### config.mk
export PLATFORM = sky130hd
export DESIGN_NAME = byte_signature_region_scanner
export DESIGN_NICKNAME = d
export VERILOG_FILES = /design/src/bsrs_pkg.sv /design/src/bsrs_match.sv /design/src/bsrs_core.sv /design/src/byte_signature_region_scanner.sv
export SDC_FILE = /design/constraint.sdc
export NUM_CORES = 1
export LEC_CHECK = 0
export BUFFER_PORTS_ARGS = -buffer_cell sky130_fd_sc_hd__buf_2
export CORE_MARGIN = 10
export CORE_UTILIZATION = 50
export DETAILED_ROUTE_END_ITERATION = 10
export PLACE_DENSITY = 0.68
export SKIP_LAST_GASP = 1
export SLEW_MARGIN = 20
export SYNTH_ARGS = -nofsm -noshare
export SYNTH_HDL_FRONTEND = slang
export SYNTH_HIERARCHICAL = 1
export SYNTH_SLANG_ARGS = --single-unit
### constraint.sdc
create_clock -name clk -period 11.7 [get_ports clk]
set_input_delay 0 -clock clk [delete_from_list [all_inputs] [get_ports clk]]
set_output_delay 0 -clock clk [all_outputs]
set_load 0.01 [all_outputs]
### src/bsrs_pkg.sv
// Shared types, tag constants and result codes for the byte signature region scanner
package bsrs_pkg;

  localparam int TAG_LEN          = 10;
  localparam int ID_INDEX         = 2;
  localparam int OFFSET_BITS_DEF  = 16;
  localparam int LIMIT_W          = 16;
  localparam int POS_W            = 16;
  localparam logic [LIMIT_W-1:0] SCAN_LIMIT_RST = 16'd4096;

  localparam logic [7:0] TAG_START [TAG_LEN] =
    '{8'h57, 8'h6A, 8'h00, 8'hBF, 8'hDE, 8'hC0, 8'hED, 8'hFE, 8'h5F, 8'h5F};
  localparam logic [7:0] TAG_END [TAG_LEN] =
    '{8'h56, 8'h6A, 8'h45, 8'hBE, 8'hDE, 8'hC0, 8'hAD, 8'hDE, 8'h5E, 8'h5E};
  localparam logic [7:0] TAG_STOP [TAG_LEN] =
    '{8'h52, 8'h6A, 8'h45, 8'hBA, 8'h5E, 8'hEA, 8'h15, 8'h0D, 8'h5A, 8'h5A};

  typedef enum logic [1:0] {
    STATUS_REGION = 2'd0,
    STATUS_STOP   = 2'd1,
    STATUS_LIMIT  = 2'd2
  } status_t;

  typedef struct packed {
    logic hit_start;
    logic hit_end;
    logic hit_stop;
  } match_t;

  typedef struct packed {
    logic             valid;
    status_t          status;
    logic [7:0]       region_id;
    logic [POS_W-1:0] region_start;
    logic [POS_W-1:0] region_end;
  } result_t;

endpackage

### src/bsrs_match.sv
// Window compare against the start, end and stop tags
module bsrs_match (
  input  logic [7:0]       win_i [bsrs_pkg::TAG_LEN],
  output bsrs_pkg::match_t match_o
);
  import bsrs_pkg::*;

  logic [TAG_LEN-1:0] eq_start;
  logic [TAG_LEN-1:0] eq_end;
  logic [TAG_LEN-1:0] eq_stop;

  always_comb begin
    for (int i = 0; i < TAG_LEN; i++) begin
      eq_start[i] = (i == ID_INDEX) ? 1'b1 : (win_i[i] == TAG_START[i]);
      eq_end[i]   = (win_i[i] == TAG_END[i]);
      eq_stop[i]  = (win_i[i] == TAG_STOP[i]);
    end
  end

  assign match_o.hit_start = &eq_start;
  assign match_o.hit_end   = &eq_end;
  assign match_o.hit_stop  = &eq_stop;

endmodule

### src/bsrs_core.sv
// Scan state, offset and limit tracking, and result forming for one byte
module bsrs_core #(
  parameter int OFFSET_BITS = bsrs_pkg::OFFSET_BITS_DEF
) (
  input  logic                         clk,
  input  logic                         rst_n,
  input  logic                         advance_i,
  input  logic [7:0]                   byte_i,
  input  logic                         begin_i,
  input  logic [bsrs_pkg::LIMIT_W-1:0] scan_limit_i,
  output bsrs_pkg::result_t            result_o
);
  import bsrs_pkg::*;

  localparam int CW = (OFFSET_BITS > LIMIT_W) ? OFFSET_BITS : LIMIT_W;
  localparam logic [CW-1:0] LIM_CAP = CW'({OFFSET_BITS{1'b1}}) - CW'(1);

  logic [7:0]             win_r [TAG_LEN];
  logic [7:0]             win_nxt [TAG_LEN];
  logic [7:0]             win_c [TAG_LEN];
  logic [7:0]             win_sh [TAG_LEN];
  logic [OFFSET_BITS-1:0] off_r, off_nxt, off_c;
  logic                   pend_r, pend_nxt, pend_c;
  logic [OFFSET_BITS-1:0] pend_off_r, pend_off_nxt, pend_off_c;
  logic [7:0]             id_r, id_nxt, id_c;
  logic                   fin_r, fin_nxt, fin_c;
  logic [CW-1:0]          off_ext, lim_raw, lim_eff;
  match_t                 match;

  always_comb begin
    if (begin_i) begin
      for (int i = 0; i < TAG_LEN; i++) win_c[i] = 8'h00;
      off_c      = '0;
      pend_c     = 1'b0;
      pend_off_c = '0;
      id_c       = 8'h00;
      fin_c      = 1'b0;
    end else begin
      win_c      = win_r;
      off_c      = off_r;
      pend_c     = pend_r;
      pend_off_c = pend_off_r;
      id_c       = id_r;
      fin_c      = fin_r;
    end
  end

  always_comb begin
    for (int i = 0; i < TAG_LEN - 1; i++) win_sh[i] = win_c[i+1];
    win_sh[TAG_LEN-1] = byte_i;
  end

  bsrs_match u_match (
    .win_i   (win_sh),
    .match_o (match)
  );

  assign off_ext = CW'(off_c);
  assign lim_raw = CW'(scan_limit_i);
  assign lim_eff = (lim_raw > LIM_CAP) ? LIM_CAP : lim_raw;

  always_comb begin
    win_nxt      = win_c;
    off_nxt      = off_c;
    pend_nxt     = pend_c;
    pend_off_nxt = pend_off_c;
    id_nxt       = id_c;
    fin_nxt      = fin_c;
    result_o     = '0;
    result_o.status = STATUS_REGION;
    if (!fin_c) begin
      if (off_ext > lim_eff) begin
        fin_nxt         = 1'b1;
        result_o.valid  = 1'b1;
        result_o.status = STATUS_LIMIT;
      end else begin
        win_nxt = win_sh;
        off_nxt = off_c + OFFSET_BITS'(1);
        if (match.hit_start) begin
          id_nxt       = win_sh[ID_INDEX];
          pend_nxt     = 1'b1;
          pend_off_nxt = off_c + OFFSET_BITS'(1);
        end else if (match.hit_end) begin
          if (pend_c) begin
            pend_nxt              = 1'b0;
            result_o.valid        = 1'b1;
            result_o.status       = STATUS_REGION;
            result_o.region_id    = id_c;
            result_o.region_start = POS_W'(pend_off_c);
            result_o.region_end   = POS_W'(off_c - OFFSET_BITS'(TAG_LEN - 1));
          end
        end else if (match.hit_stop) begin
          fin_nxt         = 1'b1;
          result_o.valid  = 1'b1;
          result_o.status = STATUS_STOP;
        end
      end
    end
  end

  always_ff @(posedge clk) begin
    if (!rst_n) begin
      for (int i = 0; i < TAG_LEN; i++) win_r[i] <= 8'h00;
      off_r      <= '0;
      pend_r     <= 1'b0;
      pend_off_r <= '0;
      id_r       <= 8'h00;
      fin_r      <= 1'b0;
    end else if (advance_i) begin
      win_r      <= win_nxt;
      off_r      <= off_nxt;
      pend_r     <= pend_nxt;
      pend_off_r <= pend_off_nxt;
      id_r       <= id_nxt;
      fin_r      <= fin_nxt;
    end
  end

endmodule

### src/byte_signature_region_scanner.sv
// Top level of the byte signature region scanner: input register, result register, config
//
//  channel | ports                         | payload
//  --------+-------------------------------+---------------------------------------------
//  in      | in_tvalid/in_tready           | tdata: data_byte; tuser: scan_begin
//  out     | out_tvalid/out_tready         | tdata: region_id, start, end; tuser: status
//  cfg     | cfg_we                        | cfg_wdata: scan_limit
//
//  One byte per cycle while the result register is free or being read; an accepted request
//  moves from the input register into the result register under that same condition.
//  The window compare and offset update sit between the input and result registers.
//  Reset clears the scan state and sets scan_limit to 4096.
//  A stalled result holds; a new request is taken while the input register is empty or moving.
module byte_signature_region_scanner #(
  parameter int OFFSET_BITS = bsrs_pkg::OFFSET_BITS_DEF
) (
  input  logic                         clk,
  input  logic                         rst_n,
  input  logic                         in_tvalid,
  output logic                         in_tready,
  input  logic [7:0]                   in_tdata,   // [7:0] data_byte
  input  logic [0:0]                   in_tuser,   // [0] scan_begin
  output logic                         out_tvalid,
  input  logic                         out_tready,
  output logic [39:0]                  out_tdata,  // [7:0] region_id, [23:8] region_start,
                                                   // [39:24] region_end
  output logic [1:0]                   out_tuser,  // [1:0] status
  input  logic                         cfg_we,
  input  logic [bsrs_pkg::LIMIT_W-1:0] cfg_wdata
);
  import bsrs_pkg::*;

  logic               in_valid_r;
  logic [7:0]         in_byte_r;
  logic               in_begin_r;
  logic [LIMIT_W-1:0] scan_limit_r;
  logic               advance;
  result_t            result;
  result_t            res_r;

  assign advance   = in_valid_r && (!res_r.valid || out_tready);
  assign in_tready = !in_valid_r || advance;

  always_ff @(posedge clk) begin
    if (!rst_n) begin
      scan_limit_r <= SCAN_LIMIT_RST;
    end else if (cfg_we) begin
      scan_limit_r <= cfg_wdata;
    end
  end

  always_ff @(posedge clk) begin
    if (!rst_n) begin
      in_valid_r <= 1'b0;
    end else if (in_tready) begin
      in_valid_r <= in_tvalid;
    end
  end

  always_ff @(posedge clk) begin
    if (in_tvalid && in_tready) begin
      in_byte_r  <= in_tdata;
      in_begin_r <= in_tuser[0];
    end
  end

  bsrs_core #(
    .OFFSET_BITS (OFFSET_BITS)
  ) u_core (
    .clk          (clk),
    .rst_n        (rst_n),
    .advance_i    (advance),
    .byte_i       (in_byte_r),
    .begin_i      (in_begin_r),
    .scan_limit_i (scan_limit_r),
    .result_o     (result)
  );

  always_ff @(posedge clk) begin
    if (!rst_n) begin
      res_r <= '0;
    end else if (advance) begin
      res_r <= result;
    end else if (out_tready) begin
      res_r.valid <= 1'b0;
    end
  end

  assign out_tvalid = res_r.valid;
  assign out_tuser  = res_r.status;
  assign out_tdata  = {res_r.region_end, res_r.region_start, res_r.region_id};

endmodule

# Word-level counts from Yosys, hierarchy flattened
# Cells that the tools add are included.
# totals
out_inout_bits,44
reg_bits,191
elab_cells,98
in_bits,30
# op_classes
magnitude_cmp,2
n_eq_ne,24
reduce_logical,10
add_sub_neg,2
muxes,36
# ops
operator,n
2-to-1 mux 80 bit,3
2-to-1 mux 43 bit,3
2-to-1 mux 16 bit,8
== test 8 x 7 -> 1 bit (second input constant),12
== test 8 bit (second input constant),10
2-to-1 mux 40 bit,2
2-to-1 mux 8 bit,4
AND reduction 10 bit,2
adder 16 x 1 -> 16 bit (second input constant),1
> comparator 16 bit,1
> comparator 16 bit (second input constant),1
subtractor 16 x 4 -> 16 bit (second input constant),1
2-to-1 mux 1 bit,13
2-to-1 mux 3 bit,3
AND reduction 9 bit,1
== test 8 x 4 -> 1 bit (second input constant),1
== test 8 x 5 -> 1 bit (second input constant),1
logical AND 1 bit,2
zero test 1 bit,2
logical OR 1 bit,2
nonzero test 2 bit,1

# Longest topological paths before layout
# logic_depth
depth_word,9
mapped_depth,16
depth_no_buf,12

# By module
# Netlist, hierarchy kept.
# modules_own_cells
module,instances,seq_area_each_um2,cells_per_inst,area_each_um2
bsrs_core,1,2282.2,822,6556.3
byte_signature_region_scanner,1,1471.4,253,2643.8
bsrs_match,1,0.0,40,309.0

# Least setup slack after synthesis
# Ideal clock, no wire load.
# synth_path
path_kind,register -> register
start,register in_begin_r
end,register res_r (netlist bit out_tdata[32])
path_stages_with_launch,17
setup_time_ps,120
t_arrival_ps,3777
path_buffers,5
setup_slack_ps,7803
period_less_slack_ps,3897
required_ps,11580
cell_sequence,edfxtp_1 clkbuf_1 clkbuf_1 clkbuf_1 clkbuf_1 nor2b_1 and4bb_1 nand3_1 or4_4 nor4_2 nor2_1 and3_1 nand3_1 clkbuf_1 nor2_1 nand2_1 mux2i_1
# synth_rtl
item,line_no,rtl
"start, declared",byte_signature_region_scanner.sv:35,logic in_begin_r;
"start signal, assigned",byte_signature_region_scanner.sv:63,in_begin_r <= in_tuser[0];
"end signal, assigned",byte_signature_region_scanner.sv:83,res_r <= result;
"end, declared",byte_signature_region_scanner.sv:39,result_t res_r;

==> results_dict.tcl <==
set metrics [dict create \
    relSlewSlack 0.310 \
    synth.area.top_cells "dfxtp_1 37%, nor2b_1 6.8%, mux2i_1 6.2%" \
    synth_compound_area_frac 0.172 \
    synth_flop_cell "dfxtp_1" \
    grt.overflow.total 0 \
    rsz0062_at_grt "false" \
    place_congestion 0.929 \
    p_int_mw 1.01 \
    drc_errors 0 \
    place.port_buffers 73 \
    cts_max_path_buffers 2 \
    finalSetupViolCount 0 \
    synth-adder-area-share 0.0237 \
    worstPathMaxFanout 98 \
    clockPowerShare 0.445 \
    synth.ff_latch_count 183 \
    via_count 8375 \
    max-cap-violations 0 \
    synthXorXnorAreaFrac 0.0175 \
    mostFrequentLayoutCells "174 x dfxtp_1, 108 x nand2_1, 103 x nor2b_1" \
    synth_top_area_cell "dfxtp_1" \
    cts_root_buf "clkbuf_16" \
    wl_mm 25.2 \
    worst_slack_ps 6780 \
    vdd_drop_max_mv 0.119 \
    r2r_end "out_tdata[38]$_SDFFE_PN0P_" \
    synthDominantCellAreaShare 0.366 \
    min_path_cells 3 \
    die_area_um2 24900 \
    status "finished, final reports clean" \
    layout-drive-gt1-share 0.117 \
    syn_area_um2 9510 \
    p_sw_mw 0.354 \
    critPathRequiredTime_ps 12060 \
    final_nets 1188 \
    swShare 0.259 \
    rrSetupSlack_ps 6780 \
    ant_nets 0 \
    p_per_area_nw_per_um2 127 \
    hp-start "cfg_we" \
    hold_buffers 28 \
    num_io_pins 74 \
    critPathKind "register to register" \
    min_period_ps 4920 \
    antenna_found_initial 0 \
    first_pass_iters 6 \
    crit_arrival_ps 5280 \
    row_count 50 \
    hold_viol 0 \
    htreeDepth 4 \
    async_flop_share 0 \
    max_stage_delay_ps 810 \
    drv_slew 0 \
    min_to "scan_limit_r[12]$_SDFFE_PN1P_" \
    cp-end-kind "register" \
    hp-class "input pin to register" \
    crit_path_start "in_begin_r$_DFFE_PP_" \
    wl_per_cell_um 18.2 \
    cp-start-kind "register" \
    dp_slack_ps 6890 \
    die-width_um 158 \
    timing.rr.start "in_begin_r$_DFFE_PP_" \
    skew_ps 11.2 \
    syn_inst 1115 \
    grt_usage 0.201 \
    cp_num_buf_inv 4 \
    path_cells "buf_4 -> inv_2 -> nand2_1 -> inv_1 -> ha_1 -> nand4_1 -> nor2_1 -> or3_1 -> o41ai_2 -> buf_4 -> nand3_1 -> nor2_1 -> nand2_1 -> mux2i_1" \
    synth_top_family_by_area "simple AND/OR/NAND/NOR gates" \
    grt_pass1_wl_mm 41.5 \
    cts.repair.resized 0 \
    slowest_stage "buf_4" \
    clk_pin_slew_ps 70 \
    cp_top_family "simple AND/OR/NAND/NOR gates" \
    fmax_ghz 0.203 \
    clock-sinks 183 \
    cts_tree "yes" \
    yosysSeqAreaShare 0.395 \
    yosys_warnings 6 \
    cts_buffers 17 \
    dp_hpwl_mm 15.3 \
    worstMarginPinSlew_ps 1040 \
    tns_ps 0 \
    reg2reg_depth 14 \
    clk-insertion-delay-late_ps 440 \
    cts_setup_buffers 0 \
    initial_core_util 0.508 \
    grt_pass1_vias 7820 \
    coreArea_um2 18700 \
    synthMuxAreaShare 0.0621 \
    viasPerCell 6.03 \
    fin_crit_sh 0.420 \
    leakage_nw 3.87 \
    grt_start_max_net_pins 99 \
    combPwrFrac 0.083 \
    sequentialPowerShare 0.472 \
    final_common_cell "dfxtp_1" \
    dieHeight_um 158 \
    syn_to_final_growth_pct 12.8 \
    drt_iter0_drc 1009 \
    yosysUniqueCellTypes 68 \
    synth_edf_count 9 \
    avgSynthCellArea_um2 8.53 \
    synth-simple-area-share 0.269 \
    synth_nets 1163 \
]
worst max-delay path by stage:
stage | to | slack [ps] | depth (start not counted)
2_1_floorplan | out_tdata[32]$_SDFFE_PN0P_ | 7800 | 16
3_3_place_gp | out_tdata[28]$_SDFFE_PN0P_ | 6990 | 14
3_5_place_dp | out_tdata[34]$_SDFFE_PN0P_ | 6890 | 14
4_1_cts | out_tdata[9]$_SDFFE_PN0P_ | 6870 | 14
5_1_grt | out_tdata[34]$_SDFFE_PN0P_ | 6420 | 14
6_report | out_tdata[38]$_SDFFE_PN0P_ | 6780 | 14
flip-flops by register name, summed over array words and instances, names as in the netlist:
signal	count
u_core/off_r	16
out_tuser	2
u_core/fin_r	1
u_core/pend_off_r	16
in_begin_r	1
u_core/id_r	8
in_byte_r	8
out_tvalid	1
scan_limit_r	16
in_valid_r	1
out_tdata	40
u_core/pend_r	1
u_core/win_r	72
worst min-delay path, delay by kind of cell:
family,cells,cell delay (ps)
buffers and inverters,1,250
muxes,1,170
and+or+nand+nor,1,60
kinds of logic after synthesis:
group | Yosys count
and+or+nand+nor | 455
AOI/OAI and AO/OA | 243
DFF | 183
buffers and inverters | 138
muxes | 59
xor gates and xnor gates | 19
adders and majority gates | 18
cell usage after synthesis (5+ instances only):
library cell	n
xnor2_1	14
nand4_1	80
nor3_1	7
nor4_1	13
a311oi_1	9
buf_2	17
edfxtp_1	9
ha_1	18
nor2b_1	103
nand2_1	110
dfxtp_1	174
a21oi_1	90
inv_1	31
a31oi_1	6
buf_1	10
and2_1	28
nor2_1	37
buf_6	5
mux2i_1	59
xor2_1	5
nand4b_1	9
a22o_1	16
o211ai_1	78
clkbuf_1	73
o21ai_0	12
nand3_1	29
final cells by class:
cell class	instances	area (um^2)
repair buffers	113	738
flip-flops and latches	183	3750
fillers	1656	7980
clock inverters	13	156
inverters	31	118
clock buffers	19	464
diodes	1	2.50
multi-input cells	794	5200
well taps	234	293
per-layer routing:
| layer | global-route usage | vias to the layer above | share of wire |
|---|---|---|---|
| met5 | 0 | - | 0 |
| met4 | 0.0592 | 0 | 0.014 |
| met3 | 0.0410 | 30 | 0.074 |
| met2 | 0.292 | 316 | 0.43 |
| met1 | 0.293 | 3922 | 0.48 |
| li1 | - | 4107 | - |
per-stage QoR:
step | cell area [um^2] | total power, mW | utilization | hold WS (ps) | std cells
floorplan | 9510 | 0.735 | - | 98.9 | 1115
global placement | 9820 | 0.761 | 0.525 | 177 | 1327
detailed placement | 9820 | 0.761 | 0.525 | 178 | 1327
CTS | 10700 | 1.37 | 0.573 | 65.9 | 1387
global route | 10700 | 1.41 | 0.573 | 101 | 1387
finish | 10700 | 1.36 | 0.573 | 78.2 | 1388
power groups by stage:
| stage | Combinational, mW | Clock (mW) | Sequential [mW] |
|---|---|---|---|
| after floorplan | 0.0793 | 0 | 0.656 |
| after global placement | 0.102 | 0 | 0.658 |
| after detailed placement | 0.103 | 0 | 0.658 |
| after CTS | 0.110 | 0.614 | 0.644 |
| after global routing | 0.122 | 0.643 | 0.645 |
| final | 0.113 | 0.608 | 0.644 |
(Power assumes the default switching activity.)
